**src/hw/rtl/pvca_pkg.sv**
```systemverilog
// pvca_pkg: shared types and constants for the priority voice channel allocator
// no dependencies; used by pvca_cmp and priority_voice_channel_allocator

package pvca_pkg;

    // request opcodes
    localparam logic [1:0] OP_PLAY     = 2'd0;
    localparam logic [1:0] OP_SET_PRIO = 2'd1;
    localparam logic [1:0] OP_CLEAR    = 2'd2;

    // configuration register indexes
    localparam logic CFG_CHANNELS_IN_USE = 1'b0;
    localparam logic CFG_FLOOR_PRIORITY  = 1'b1;

    localparam int          ID_W        = 32;
    localparam int          CNT_W       = 28;
    localparam int          FRESH_SHIFT = 4;
    localparam logic [31:0] SLOT_MASK   = 32'h0000_000E;
    localparam logic [4:0]  CHANS_RESET = 5'd16;

    // result of the shared compare unit
    typedef struct packed {
        logic id_match;
        logic prio_le;
    } cmp_t;

endpackage

```
**src/hw/rtl/priority_voice_channel_allocator.sv**
```systemverilog
// priority_voice_channel_allocator: top level, sequencer around one compare unit
// depends on pvca_pkg, pvca_ram, pvca_cmp
//
// channel   | handshake         | payload
// ----------+-------------------+-------------------------------------------------
// request   | start, busy       | opcode, sound_id, sound_priority, channel
// result    | done (one cycle)  | accepted, chosen_channel, assigned_id, replaced_busy
// config    | cfg_we            | cfg_index, cfg_data
//
// a request is taken when start is high and busy is low; its result follows on done
// play: one table entry per cycle through the compare unit, over the active channels;
//   busy through S_SCAN and S_PLAY, done registered from S_PLAY
//   (an id match ends the scan early)
// set priority / clear: one read of the ram, busy through S_OP, done registered from S_OP
// ignored requests and plays with no active channel answer on the next cycle
// reset clears the table through per-channel valid bits, no clearing pass
// the receiver cannot stall; each result shows for exactly one cycle

module priority_voice_channel_allocator #(
    parameter int NUM_CHANNELS  = 16,
    parameter int PRIORITY_BITS = 16
) (
    input  logic               clk,
    input  logic               rst_n,
    // request
    input  logic               start,
    output logic               busy,
    input  logic [1:0]         opcode,
    input  logic [31:0]        sound_id,
    input  logic signed [15:0] sound_priority,
    input  logic [3:0]         channel,
    // result
    output logic               done,
    output logic               accepted,
    output logic [3:0]         chosen_channel,
    output logic [31:0]        assigned_id,
    output logic               replaced_busy,
    // configuration
    input  logic               cfg_we,
    input  logic               cfg_index,
    input  logic [4:0]         cfg_data
);

    localparam int CW   = (NUM_CHANNELS > 1) ? $clog2(NUM_CHANNELS) : 1;
    localparam int CNTW = $clog2(NUM_CHANNELS + 1);
    localparam int NW   = (CNTW > 5) ? CNTW : 5;
    localparam int AW4  = (CW > 4) ? CW : 4;
    localparam int EW   = pvca_pkg::ID_W + PRIORITY_BITS;

    // saturation limits for the stored priority
    localparam logic signed [32:0] PHI = (33'sd1 <<< (PRIORITY_BITS - 1)) - 33'sd1;
    localparam logic signed [32:0] PLO = -PHI - 33'sd1;

    // sequencer states
    localparam logic [1:0] S_IDLE = 2'd0;
    localparam logic [1:0] S_SCAN = 2'd1;
    localparam logic [1:0] S_PLAY = 2'd2;
    localparam logic [1:0] S_OP   = 2'd3;

    logic [1:0]                     state_reg,     state_next;
    logic [CW-1:0]                  cur_reg,       cur_next;
    logic [1:0]                     op_reg,        op_next;
    logic [3:0]                     chan_reg,      chan_next;
    logic [pvca_pkg::ID_W-1:0]      id_reg,        id_next;
    logic [PRIORITY_BITS-1:0]       prio_reg,      prio_next;
    logic [PRIORITY_BITS-1:0]       best_reg,      best_next;
    logic [CW-1:0]                  idx_reg,       idx_next;
    logic                           found_reg,     found_next;
    logic                           reject_reg,    reject_next;
    logic                           pick_busy_reg, pick_busy_next;
    logic [pvca_pkg::CNT_W-1:0]     counter_reg,   counter_next;
    logic [NUM_CHANNELS-1:0]        valid_reg,     valid_next;
    logic [4:0]                     chans_reg,     chans_next;
    logic                           floor_reg,     floor_next;
    logic                           done_reg,      done_next;
    logic                           acc_reg,       acc_next;
    logic [3:0]                     chosen_reg,    chosen_next;
    logic [pvca_pkg::ID_W-1:0]      outid_reg,     outid_next;
    logic                           rbusy_reg,     rbusy_next;

    // ram port
    logic                           ram_we;
    logic [CW-1:0]                  ram_waddr;
    logic [EW-1:0]                  ram_wdata;
    logic [CW-1:0]                  ram_raddr;
    logic [EW-1:0]                  ram_rdata;

    // helpers
    logic [NW-1:0]                  cfg_w;
    logic [NW-1:0]                  n_lim;
    logic [AW4-1:0]                 ch_in_w;
    logic [AW4-1:0]                 ch_reg_w;
    logic [AW4-1:0]                 idx_w;
    logic [CW-1:0]                  ch_in_addr;
    logic [CW-1:0]                  ch_reg_addr;
    logic signed [32:0]             p_raw;
    logic signed [32:0]             p_floor;
    logic signed [32:0]             p_sat;
    logic [PRIORITY_BITS-1:0]       prio_in;
    logic [pvca_pkg::CNT_W-1:0]     cnt_dec;
    logic                           need_fresh;
    logic [pvca_pkg::ID_W-1:0]      id_in;
    logic                           entry_valid;
    logic [pvca_pkg::ID_W-1:0]      entry_id;
    logic [PRIORITY_BITS-1:0]       entry_prio;
    logic                           last_entry;
    pvca_pkg::cmp_t                 cmp;

    // active channel count, capped at the table size
    assign cfg_w = NW'(chans_reg);
    assign n_lim = (cfg_w > NW'(NUM_CHANNELS)) ? NW'(NUM_CHANNELS) : cfg_w;

    assign ch_in_w     = AW4'(channel);
    assign ch_in_addr  = ch_in_w[CW-1:0];
    assign ch_reg_w    = AW4'(chan_reg);
    assign ch_reg_addr = ch_reg_w[CW-1:0];
    assign idx_w       = AW4'(idx_reg);

    // request priority: optional floor at zero, then saturate to the stored width
    assign p_raw   = 33'(sound_priority);
    assign p_floor = (floor_reg && (p_raw < 33'sd0)) ? 33'sd0 : p_raw;
    assign p_sat   = (p_floor > PHI) ? PHI : ((p_floor < PLO) ? PLO : p_floor);
    assign prio_in = p_sat[PRIORITY_BITS-1:0];

    // fresh id when the slot bits are all zero
    assign cnt_dec    = counter_reg - pvca_pkg::CNT_W'(1);
    assign need_fresh = ((sound_id & pvca_pkg::SLOT_MASK) == '0);
    assign id_in      = need_fresh ? {cnt_dec, {pvca_pkg::FRESH_SHIFT{1'b0}}} : sound_id;

    // entry read back from the ram; entries never written since reset read as zero
    assign entry_valid = (state_reg == S_OP) ? valid_reg[ch_reg_addr] : valid_reg[cur_reg];
    assign entry_id    = entry_valid ? ram_rdata[EW-1:PRIORITY_BITS] : '0;
    assign entry_prio  = entry_valid ? ram_rdata[PRIORITY_BITS-1:0] : '0;
    assign last_entry  = (NW'(cur_reg) == (n_lim - NW'(1)));

    pvca_cmp #(
        .PRIORITY_BITS (PRIORITY_BITS)
    ) u_cmp (
        .entry_id   (entry_id),
        .entry_prio (entry_prio),
        .req_id     (id_reg),
        .best_prio  (best_reg),
        .result     (cmp)
    );

    pvca_ram #(
        .WIDTH (EW),
        .DEPTH (NUM_CHANNELS)
    ) u_table (
        .clk   (clk),
        .we    (ram_we),
        .waddr (ram_waddr),
        .wdata (ram_wdata),
        .raddr (ram_raddr),
        .rdata (ram_rdata)
    );

    always_comb
    begin
        state_next     = state_reg;
        cur_next       = cur_reg;
        op_next        = op_reg;
        chan_next      = chan_reg;
        id_next        = id_reg;
        prio_next      = prio_reg;
        best_next      = best_reg;
        idx_next       = idx_reg;
        found_next     = found_reg;
        reject_next    = reject_reg;
        pick_busy_next = pick_busy_reg;
        counter_next   = counter_reg;
        valid_next     = valid_reg;
        chans_next     = chans_reg;
        floor_next     = floor_reg;
        done_next      = 1'b0;
        acc_next       = acc_reg;
        chosen_next    = chosen_reg;
        outid_next     = outid_reg;
        rbusy_next     = rbusy_reg;
        ram_we         = 1'b0;
        ram_waddr      = idx_reg;
        ram_wdata      = {id_reg, prio_reg};
        ram_raddr      = cur_reg + CW'(1);

        // configuration writes are to arrive only while idle; the block itself does not enforce this
        if (cfg_we)
        begin
            if (cfg_index == pvca_pkg::CFG_CHANNELS_IN_USE)
            begin
                chans_next = cfg_data;
            end
            else
            begin
                floor_next = cfg_data[0];
            end
        end

        case (state_reg)
            S_IDLE:
            begin
                ram_raddr = (opcode == pvca_pkg::OP_PLAY) ? '0 : ch_in_addr;
                if (start)
                begin
                    op_next   = opcode;
                    chan_next = channel;
                    prio_next = prio_in;
                    case (opcode)
                        pvca_pkg::OP_PLAY:
                        begin
                            if (need_fresh)
                            begin
                                counter_next = cnt_dec;
                            end
                            id_next        = id_in;
                            best_next      = prio_in;
                            cur_next       = '0;
                            found_next     = 1'b0;
                            reject_next    = 1'b0;
                            pick_busy_next = 1'b0;
                            if (n_lim == '0)
                            begin
                                // nothing to scan: reject at once
                                done_next   = 1'b1;
                                acc_next    = 1'b0;
                                chosen_next = '0;
                                outid_next  = id_in;
                                rbusy_next  = 1'b0;
                            end
                            else
                            begin
                                state_next = S_SCAN;
                            end
                        end
                        pvca_pkg::OP_SET_PRIO, pvca_pkg::OP_CLEAR:
                        begin
                            if (NW'(channel) < n_lim)
                            begin
                                state_next = S_OP;
                            end
                            else
                            begin
                                done_next   = 1'b1;
                                acc_next    = 1'b0;
                                chosen_next = '0;
                                outid_next  = '0;
                                rbusy_next  = 1'b0;
                            end
                        end
                        default:
                        begin
                            done_next   = 1'b1;
                            acc_next    = 1'b0;
                            chosen_next = '0;
                            outid_next  = '0;
                            rbusy_next  = 1'b0;
                        end
                    endcase
                end
            end

            S_SCAN:
            begin
                // next entry is already being read while this one is compared
                cur_next = cur_reg + CW'(1);
                if (cmp.id_match)
                begin
                    reject_next    = id_reg[0];
                    idx_next       = cur_reg;
                    found_next     = 1'b1;
                    pick_busy_next = (entry_id != '0);
                    state_next     = S_PLAY;
                end
                else
                begin
                    if (cmp.prio_le)
                    begin
                        idx_next       = cur_reg;
                        best_next      = entry_prio;
                        found_next     = 1'b1;
                        pick_busy_next = (entry_id != '0);
                    end
                    if (last_entry)
                    begin
                        state_next = S_PLAY;
                    end
                end
            end

            S_PLAY:
            begin
                done_next  = 1'b1;
                outid_next = id_reg;
                state_next = S_IDLE;
                if (found_reg && !reject_reg)
                begin
                    ram_we               = 1'b1;
                    valid_next[idx_reg]  = 1'b1;
                    acc_next             = 1'b1;
                    chosen_next          = idx_w[3:0];
                    rbusy_next           = pick_busy_reg;
                end
                else
                begin
                    acc_next    = 1'b0;
                    chosen_next = '0;
                    rbusy_next  = 1'b0;
                end
            end

            S_OP:
            begin
                done_next   = 1'b1;
                acc_next    = 1'b1;
                chosen_next = chan_reg;
                rbusy_next  = (entry_id != '0);
                ram_waddr   = ch_reg_addr;
                state_next  = S_IDLE;
                if (op_reg == pvca_pkg::OP_SET_PRIO)
                begin
                    ram_we                  = 1'b1;
                    ram_wdata               = {entry_id, prio_reg};
                    valid_next[ch_reg_addr] = 1'b1;
                    outid_next              = entry_id;
                end
                else
                begin
                    // invalid entry reads as empty with zero priority
                    valid_next[ch_reg_addr] = 1'b0;
                    outid_next              = '0;
                end
            end

            default:
            begin
                state_next = S_IDLE;
            end
        endcase
    end

    always_ff @(posedge clk or negedge rst_n)
    begin
        if (!rst_n)
        begin
            state_reg     <= S_IDLE;
            cur_reg       <= '0;
            op_reg        <= pvca_pkg::OP_PLAY;
            chan_reg      <= '0;
            id_reg        <= '0;
            prio_reg      <= '0;
            best_reg      <= '0;
            idx_reg       <= '0;
            found_reg     <= 1'b0;
            reject_reg    <= 1'b0;
            pick_busy_reg <= 1'b0;
            counter_reg   <= '0;
            valid_reg     <= '0;
            chans_reg     <= pvca_pkg::CHANS_RESET;
            floor_reg     <= 1'b1;
            done_reg      <= 1'b0;
            acc_reg       <= 1'b0;
            chosen_reg    <= '0;
            outid_reg     <= '0;
            rbusy_reg     <= 1'b0;
        end
        else
        begin
            state_reg     <= state_next;
            cur_reg       <= cur_next;
            op_reg        <= op_next;
            chan_reg      <= chan_next;
            id_reg        <= id_next;
            prio_reg      <= prio_next;
            best_reg      <= best_next;
            idx_reg       <= idx_next;
            found_reg     <= found_next;
            reject_reg    <= reject_next;
            pick_busy_reg <= pick_busy_next;
            counter_reg   <= counter_next;
            valid_reg     <= valid_next;
            chans_reg     <= chans_next;
            floor_reg     <= floor_next;
            done_reg      <= done_next;
            acc_reg       <= acc_next;
            chosen_reg    <= chosen_next;
            outid_reg     <= outid_next;
            rbusy_reg     <= rbusy_next;
        end
    end

    assign busy           = (state_reg != S_IDLE);
    assign done           = done_reg;
    assign accepted       = acc_reg;
    assign chosen_channel = chosen_reg;
    assign assigned_id    = outid_reg;
    assign replaced_busy  = rbusy_reg;

endmodule

```
**src/hw/rtl/pvca_ram.sv**
```systemverilog
// pvca_ram: generic single write port, single read port ram with registered read
// no dependencies

module pvca_ram #(
    parameter int WIDTH = 48,
    parameter int DEPTH = 16
) (
    input  logic                                   clk,
    input  logic                                   we,
    input  logic [(DEPTH > 1 ? $clog2(DEPTH) : 1)-1:0] waddr,
    input  logic [WIDTH-1:0]                       wdata,
    input  logic [(DEPTH > 1 ? $clog2(DEPTH) : 1)-1:0] raddr,
    output logic [WIDTH-1:0]                       rdata
);

    logic [WIDTH-1:0] mem [DEPTH];

    always_ff @(posedge clk)
    begin
        if (we)
        begin
            mem[waddr] <= wdata;
        end
        rdata <= mem[raddr];
    end

endmodule

```
**src/hw/rtl/pvca_cmp.sv**
```systemverilog
// pvca_cmp: shared compare unit, one table entry against the request per cycle
// depends on pvca_pkg

module pvca_cmp #(
    parameter int PRIORITY_BITS = 16
) (
    input  logic [pvca_pkg::ID_W-1:0]  entry_id,
    input  logic [PRIORITY_BITS-1:0]   entry_prio,
    input  logic [pvca_pkg::ID_W-1:0]  req_id,
    input  logic [PRIORITY_BITS-1:0]   best_prio,
    output pvca_pkg::cmp_t             result
);

    // ids compare without the protect bit
    assign result.id_match = (entry_id[pvca_pkg::ID_W-1:1] == req_id[pvca_pkg::ID_W-1:1]);
    assign result.prio_le  = ($signed(entry_prio) <= $signed(best_prio));

endmodule
```
**config.mk**
```make
export PLATFORM = sky130hd
export DESIGN_NAME = priority_voice_channel_allocator
export DESIGN_NICKNAME = d
export VERILOG_FILES = /design/src/hw/rtl/pvca_pkg.sv /design/src/hw/rtl/priority_voice_channel_allocator.sv /design/src/hw/rtl/pvca_ram.sv /design/src/hw/rtl/pvca_cmp.sv
export SDC_FILE = /design/constraint.sdc
export NUM_CORES = 1
export LEC_CHECK = 0
export ABC_AREA = 1
export BUFFER_PORTS_ARGS = -buffer_cell sky130_fd_sc_hd__buf_2
export CAP_MARGIN = 40
export CORE_ASPECT_RATIO = 1.2
export CORE_MARGIN = 8
export CORE_UTILIZATION = 50
export CTS_BUF_LIST = sky130_fd_sc_hd__clkbuf_16
export CTS_CLUSTER_DIAMETER = 30
export CTS_CLUSTER_SIZE = 28
export DETAILED_ROUTE_END_ITERATION = 10
export HOLD_SLACK_MARGIN = 0.06
export PLACE_DENSITY = 0.72
export SLEW_MARGIN = 20
export SYNTH_ARGS = -nofsm -noshare
export SYNTH_HDL_FRONTEND = slang
export SYNTH_SLANG_ARGS = --single-unit
```
**constraint.sdc**
```tcl
create_clock -name clk -period 4.8 [get_ports clk]
set_clock_uncertainty 0.05 [all_clocks]
set_input_delay 0 -clock clk [delete_from_list [all_inputs] [get_ports clk]]
set_output_delay 0 -clock clk [all_outputs]
set_load 0.01 [all_outputs]
```
==> impl_metrics.py, run 1 <==
metrics = {
    "outcome": {
        "status": "complete, no violations",
    },
    "clocking": {
        "cts_root_buffer": "clkbuf_16",
        "cts_resized": 0,
        "htreeDepth": 4,
        "cts_buffer_depth": 3,
        "cts_made_buffers": 163,
        "cts_tree": "yes",
        "clock_sinks": 988,
        "clkLatencyLatePin_ns": 0.76,
        "clk_pin_slew_ns": 0.06,
    },
    "synthesis": {
        "synth_seq_area_share_pct": 66.7,
        "synth_nets": 4073,
        "syn_area_per_cell_um2": 10.7,
        "yosysWarnings": 0,
        "synth_top_area_share_pct": 54.3,
        "synth_cells": 3985,
        "ys_types": 50,
        "synth_area_um2": 42500,
        "yosys_register_bits": 988,
        "synthTopCellsByArea": "edfxtp_1 (54%), dfrtp_1 (10%), nand2_1 (6.2%)",
        "yosys.area.top_type": "edfxtp_1",
    },
    "timing": {
        "max_slew_margin_pct": 38.4,
        "hold_violations": 0,
        "fin_crit_ns": 4.25,
        "worst-slew-pin-transition_ns": 0.924,
        "hold_ws_ns": 0.103,
        "setup_violations": 0,
        "max_freq_mhz": 235,
        "fin_crit_sh_pct": 88.6,
        "grt_setup_unrepaired": "no",
        "fin_tns_setup_ns": 0,
        "drv_slew": 0,
    },
    "critical_path": {
        "arrival_ns": 4.85,
        "cp_slowest_cell": "dfrtp_1",
        "crit_chain": "inv_2 -> nand3_1 -> nand2_1 -> nor2_1 -> nor2_1 -> nor2_1 -> nand2_2 -> nand2_2 -> nor2_1 -> ha_1 -> nand2_1 -> inv_1 -> a221oi_1 -> o21ai_0 -> nor3_1 -> nand3_1 -> nand2_1 -> inv_1 -> nand2_1 -> nand3_4 -> nand2_1 -> nand2_1",
        "cp_common_cell": "nand2_1",
        "cp_max_fo": 19,
        "critPathCaptureType": "register",
        "start_kind": "register",
        "cpPeakStageDelay_ns": 0.66,
        "critPathKind": "reg -> reg",
        "worst_ep_required_time_ns": 5.40,
    },
    "power": {
        "irDropWorstVdd_mv": 0.600,
        "p_clk_share_pct": 30.8,
        "power.density_nw_per_um2": 734,
        "internal_power_mw": 22.7,
        "p_leak_nw": 20.9,
        "p_switching_mw": 15.3,
        "swShare_pct": 40.2,
        "combPwrFrac_pct": 36.4,
        "seqPwrFrac_pct": 32.7,
    },
    "final_layout": {
        "largest_register": "u_table.mem",
        "multi_input_area_um2": 11300,
        "nets": 4340,
        "largest_reg_flops": 768,
        "layout_commonest_cell": "edfxtp_1",
        "layout-drive-gt1-share_pct": 12.0,
        "most-common-layout-cells": "edfxtp_1 (768), nand2_1 (707), inv_1 (554)",
        "reg_top3": "u_table.mem (768), u_table.rdata (48)",
        "areaGrowthSynthToFinish_pct": 21.7,
        "seq_area_um2": 28300,
        "fill_cells": 6324,
    },
    "placed_design": {
        "hpwlAfterDp_um": 63500,
        "portBuffers": 103,
        "globalplace.congestion": 0.897,
    },
    "drt": {
        "routedWlPerCell_um": 20.8,
        "avgViaCountPerCell": 5.67,
        "drcViolationCount": 0,
        "first_pass_iters": 6,
        "drt_iter0_markers": 3412,
        "routed_wl_um": 115000,
        "vias": 31335,
        "ant_nets": 0,
    },
    "die": {
        "dieArea_um2": 94600,
        "core_region_area_um2": 84500,
        "num_rows": 117,
        "die_height_um": 335,
        "ios": 104,
        "initial_core_util_pct": 50.3,
        "dieWidth_um": 282,
    },
    "global_route": {
        "first_global_vias": 30396,
        "grt_overflow": 0,
        "antenna_found_initial": 2,
        "grt_pass1_wl_um": 175000,
        "track_usage_pct": 23.9,
        "grt_max_degree": 181,
    },
    "flow_run": {
        "maxCapViolCount": 0,
    },
    "hold_path": {
        "hp-class": "in -> reg",
    },
}
-- cells in the mapped netlist, drive strengths merged --
master / n
edfxtp: 768
nand2: 711
inv: 551
o21ai: 435
nand3: 298
a21oi: 271
dfrtp: 170
clkbuf: 164
nor2: 137
o211ai: 129
buf: 60
nand4: 56
dfxtp: 48
o221ai: 39
o2111ai: 29
ha: 24
xor2: 19
a31oi: 13
nor3: 13
o22ai: 7
clkinv: 5
nor4: 4
o31ai: 4
a22oi: 3
mux2: 3
mux2i: 3
or2: 3
xnor2: 3
a21o: 2
a221oi: 2
dfstp: 2
a211oi: 1
a21boi: 1
a311oi: 1
a32o: 1
a32oi: 1
and3: 1
o21a: 1
o21bai: 1
o41ai: 1
-- cell families after synthesis --
logic type / share of synthesized area [%]
multiplexers: 0.150
buffers and inverters: 7.12
AND/OR/NAND/NOR: 12.2
flip-flops: 66.7
adder cells (fa/ha/maj): 0.707
XOR/XNOR: 0.454
AO/OA/AOI/OAI: 12.6
-- timing repair --
action                    4_1_cts  5_1_grt
hold buffers                  129        0
buffers inserted                0        0
hold endpoints to repair      300        0
-- critical path: cells and delay by family, from the launching register on --
| kind | cells | cell delay [ns] |
|---|---|---|
| AND/OR/NAND/NOR | 16 | 2.43 |
| flip-flops | 1 | 0.66 |
| AO/OA/AOI/OAI | 2 | 0.35 |
| buffers and inverters | 3 | 0.32 |
| adder cells (fa/ha/maj) | 1 | 0.32 |
-- power groups by stage --
stage | logic [mW] | registers [mW] | clock network [mW]
after floorplan | 9.34 | 12.1 | 0
after global placement | 13.0 | 12.5 | 0
after detailed placement | 13.3 | 12.5 | 0
after CTS | 13.6 | 12.4 | 11.8
after global routing | 15.3 | 12.5 | 12.2
final | 13.8 | 12.4 | 11.7
-- final timing paths --
check / startpoint / slack (ns) / cells after the start / endpoint
min reg2reg: best_reg[7] / 0.42 / 2 / best_reg[7]
max in group asynchronous: rst_n / 3.52 / 4 / prio_reg[4]
min in group asynchronous: rst_n / 0.30 / 4 / id_reg[13]
max reg2reg: ch_reg_addr[0] / 0.55 / 22 / best_reg[9]
max: ch_reg_addr[0] / 0.55 / 22 / best_reg[9]
min: sound_id[21] / 0.10 / 4 / id_reg[21]
-- cell type report --
type / instances / area share, %
Timing Repair Buffer: 326 / 5.61
Clock inverter: 141 / 2.94
Multi-Input combinational cell: 2217 / 21.9
Tap cell: 1130 / 2.73
Inverter: 556 / 4.06
Sequential cell: 988 / 54.8
Antenna cell: 4 / 0.0194
Clock buffer: 165 / 7.99
-- routing by layer --
layer	global-route usage, %	wire [um]	part of all wire (%)	vias up
li1	-	-	-	14462
met4	9.68	4160	3.6	2
met1	30.6	45200	39	15128
met2	40.1	56500	49	1458
met5	0	17	0.015	-
met3	4.27	8950	7.8	285
-- per-stage QoR --
step | util [%] | setup WS (ns) | std cells | power [mW] | cell area, um2
3_5_place_dp | 52.9 | 0.619 | 5086 | 25.9 | 44700
6_report | 61.2 | 0.549 | 5527 | 37.9 | 51700
2_1_floorplan | - | 0.921 | 3985 | 21.5 | 42500
4_1_cts | 61.2 | 0.617 | 5521 | 37.8 | 51700
3_3_place_gp | 52.7 | 0.522 | 5076 | 25.5 | 44500
5_1_grt | 61.2 | 0.125 | 5524 | 40.0 | 51700
No activity file was read; power rests on OpenSTA's default activity.
==> inputs of run 2 (changes only) <==
--- a/config.mk
+++ b/config.mk
@@ -17,6 +17,7 @@
 export DETAILED_ROUTE_END_ITERATION = 10
 export HOLD_SLACK_MARGIN = 0.06
 export PLACE_DENSITY = 0.72
+export REMOVE_ABC_BUFFERS = 1
 export SLEW_MARGIN = 20
 export SYNTH_ARGS = -nofsm -noshare
 export SYNTH_HDL_FRONTEND = slang
==> run 2 against run 1 <==
Net effect: setup slack improved by 0.10 ns; critical endpoint is now best_reg[10]; fmax increased by 2.5%; clock power about the same; die area unchanged; combinational power about the same; clock-buffer cell count decreased by 1; via count decreased by 0.85%; sequential share of layout area increased by 0.13 points; power decreased by 0.24%; first-iteration DRC count decreased by 5.2%; highest routed layer is now met4.
==> impl_metrics.py, run 2 (same netlist as run 1, synthesis figures left out) <==
metrics = {
    "drt": {
        "drcViolationCount": 0,
        "vias": 31070,
        "avgViaCountPerCell": 5.65,
        "ant_nets": 0,
        "routed_wl_um": 115000,
        "drt_iter0_markers": 3236,
        "first_pass_iters": 8,
        "routedWlPerCell_um": 21.0,
    },
    "power": {
        "combPwrFrac_pct": 35.9,
        "swShare_pct": 39.5,
        "internal_power_mw": 22.9,
        "p_switching_mw": 15.0,
        "p_leak_nw": 20.8,
        "irDropWorstVdd_mv": 0.656,
        "p_clk_share_pct": 31.4,
        "seqPwrFrac_pct": 32.7,
        "power.density_nw_per_um2": 734,
    },
    "placed_design": {
        "placed_cells": 5083,
        "hpwlAfterDp_um": 63100,
        "portBuffers": 103,
        "globalplace.congestion": 0.878,
    },
    "critical_path": {
        "path_delay_family": "simple AND/OR/NAND/NOR gates",
        "crit_chain": "inv_2 -> nand2_1 -> nand2_1 -> nand2_1 -> nand2_1 -> nand2_1 -> nand2_1 -> nor2_1 -> nand2_2 -> nand2_2 -> nor2_1 -> ha_1 -> nand2_1 -> inv_1 -> a221oi_1 -> o21ai_0 -> nor3_1 -> nand3_1 -> nand2_1 -> inv_1 -> nand2_2 -> nand3_4 -> nand2_1 -> nand2_1",
        "cp_max_fo": 19,
        "critPathBufInv": 3,
        "critPathCaptureType": "register",
        "worst_ep_required_time_ns": 5.39,
        "cpPeakStageDelay_ns": 0.66,
        "cp_common_cell": "nand2_1",
        "arrival_ns": 4.74,
        "cp_slowest_cell": "dfrtp_1",
        "start_kind": "register",
        "regToRegSetupSlack_ns": 0.65,
        "crit_start": "ch_reg_addr[0]",
        "critPathKind": "reg -> reg",
        "r2r_start": "ch_reg_addr[0]",
    },
    "final_layout": {
        "diodes": 0,
        "layout_commonest_cell": "edfxtp_1",
        "most-common-layout-cells": "edfxtp_1 (768), nand2_1 (705), inv_1 (553)",
        "largest_register": "u_table.mem",
        "nets": 4313,
        "reg_top3": "u_table.mem (768), u_table.rdata (48)",
        "layout-drive-gt1-share_pct": 12.2,
        "largest_reg_flops": 768,
        "areaGrowthSynthToFinish_pct": 21.4,
        "fill_cells": 6445,
        "fin_cells": 5496,
    },
    "clocking": {
        "cts_setup_buffers": 0,
        "clkLatencyLatePin_ns": 0.76,
        "clock_sinks": 988,
        "clk_pin_slew_ns": 0.05,
        "cts_root_buffer": "clkbuf_16",
        "htreeDepth": 4,
        "cts_buffer_depth": 3,
        "cts_tree": "yes",
        "cts_made_buffers": 163,
    },
    "global_route": {
        "grt_overflow": 0,
        "grt_max_degree": 145,
        "track_usage_pct": 24.1,
        "grt_pass1_wl_um": 174000,
        "first_global_vias": 30132,
        "antenna_found_initial": 1,
    },
    "timing": {
        "worst-slew-pin-transition_ns": 0.976,
        "setup_violations": 0,
        "fin_tns_setup_ns": 0,
        "drv_slew": 0,
        "max_freq_mhz": 241,
        "max_slew_margin_pct": 34.9,
        "grt_setup_unrepaired": "no",
        "hold_violations": 0,
        "fin_crit_ns": 4.15,
        "fin_crit_sh_pct": 86.4,
    },
    "die": {
        "ios": 104,
        "initial_core_util_pct": 50.3,
        "num_rows": 117,
        "dieWidth_um": 282,
        "core_region_area_um2": 84500,
        "dieArea_um2": 94600,
        "die_height_um": 335,
    },
    "hold_path": {
        "hp-class": "in -> reg",
        "min-delay-start": "opcode[1]",
    },
    "flow_run": {
        "maxCapViolCount": 0,
    },
    "outcome": {
        "status": "complete, no violations",
    },
}
## run 2: metrics by stage
| step | setup slack, ns | hold WS (ns) | power (mW) | area (um2) | util, % |
|---|---|---|---|---|---|
| 3_3_place_gp | 0.515 | 0.0519 | 25.4 | 44700 | 52.9 |
| 5_1_grt | 0.223 | 0.116 | 40.0 | 51600 | 61.1 |
| 3_5_place_dp | 0.515 | 0.0568 | 25.8 | 44800 | 53.0 |
| 2_1_floorplan | -22.90 | -0.346 | 19.0 | 41500 | - |
| 6_report | 0.652 | 0.111 | 37.9 | 51600 | 61.1 |
| 4_1_cts | 0.489 | 0.0772 | 37.8 | 51600 | 61.1 |
## run 2: timing repair
item | 4_1_cts | 5_1_grt
endpoints found under the setup margin | 0 | 15
resized for setup | 0 | 1
hold endpoints to repair | 297 | 0
hold buffers | 106 | 0
## run 2: worst paths after layout
check                                  end  cells after the start
hold reg to reg               best_reg[12]                      2
hold / removal                   op_reg[1]                      4
setup / recovery              best_reg[10]                     24
setup reg to reg              best_reg[10]                     24
min in group asynchronous  assigned_id[19]                      4
max in group asynchronous      best_reg[5]                      4
## run 2: cell type report
type | count | area [um2] | share of cell area (%)
clock buffers | 164 | 4100 | 7.96
clock inverters | 142 | 1630 | 3.15
inverters | 556 | 2100 | 4.06
multi-input cells | 2217 | 11300 | 21.9
flip-flops and latches | 988 | 28300 | 54.9
well taps | 1130 | 1410 | 2.74
repair buffers | 299 | 2700 | 5.24
## run 2: power by group through the flow
| stage | logic [mW] | clock network [mW] | registers (mW) |
|---|---|---|---|
| after floorplan | 6.83 | 0 | 12.2 |
| after global placement | 12.9 | 0 | 12.5 |
| after detailed placement | 13.3 | 0 | 12.5 |
| after CTS | 13.5 | 12.0 | 12.4 |
| after global routing | 15.2 | 12.4 | 12.5 |
| final | 13.6 | 11.9 | 12.4 |
## run 2: per-layer routing
metal | global-route usage (%) | vias to the layer above | routed length [um]
li1 | - | 14423 | -
met1 | 30.5 | 14879 | 44600
met2 | 39.4 | 1473 | 55200
met3 | 5.00 | 295 | 10400
met4 | 11.6 | 0 | 5070
met5 | 0 | - | 0
## run 2: tightest hold or removal path, delay by kind of cell
| family | cells | cell delay (ns) |
|---|---|---|
| buf+inv | 3 | 0.76 |
| compound gates | 1 | 0.09 |
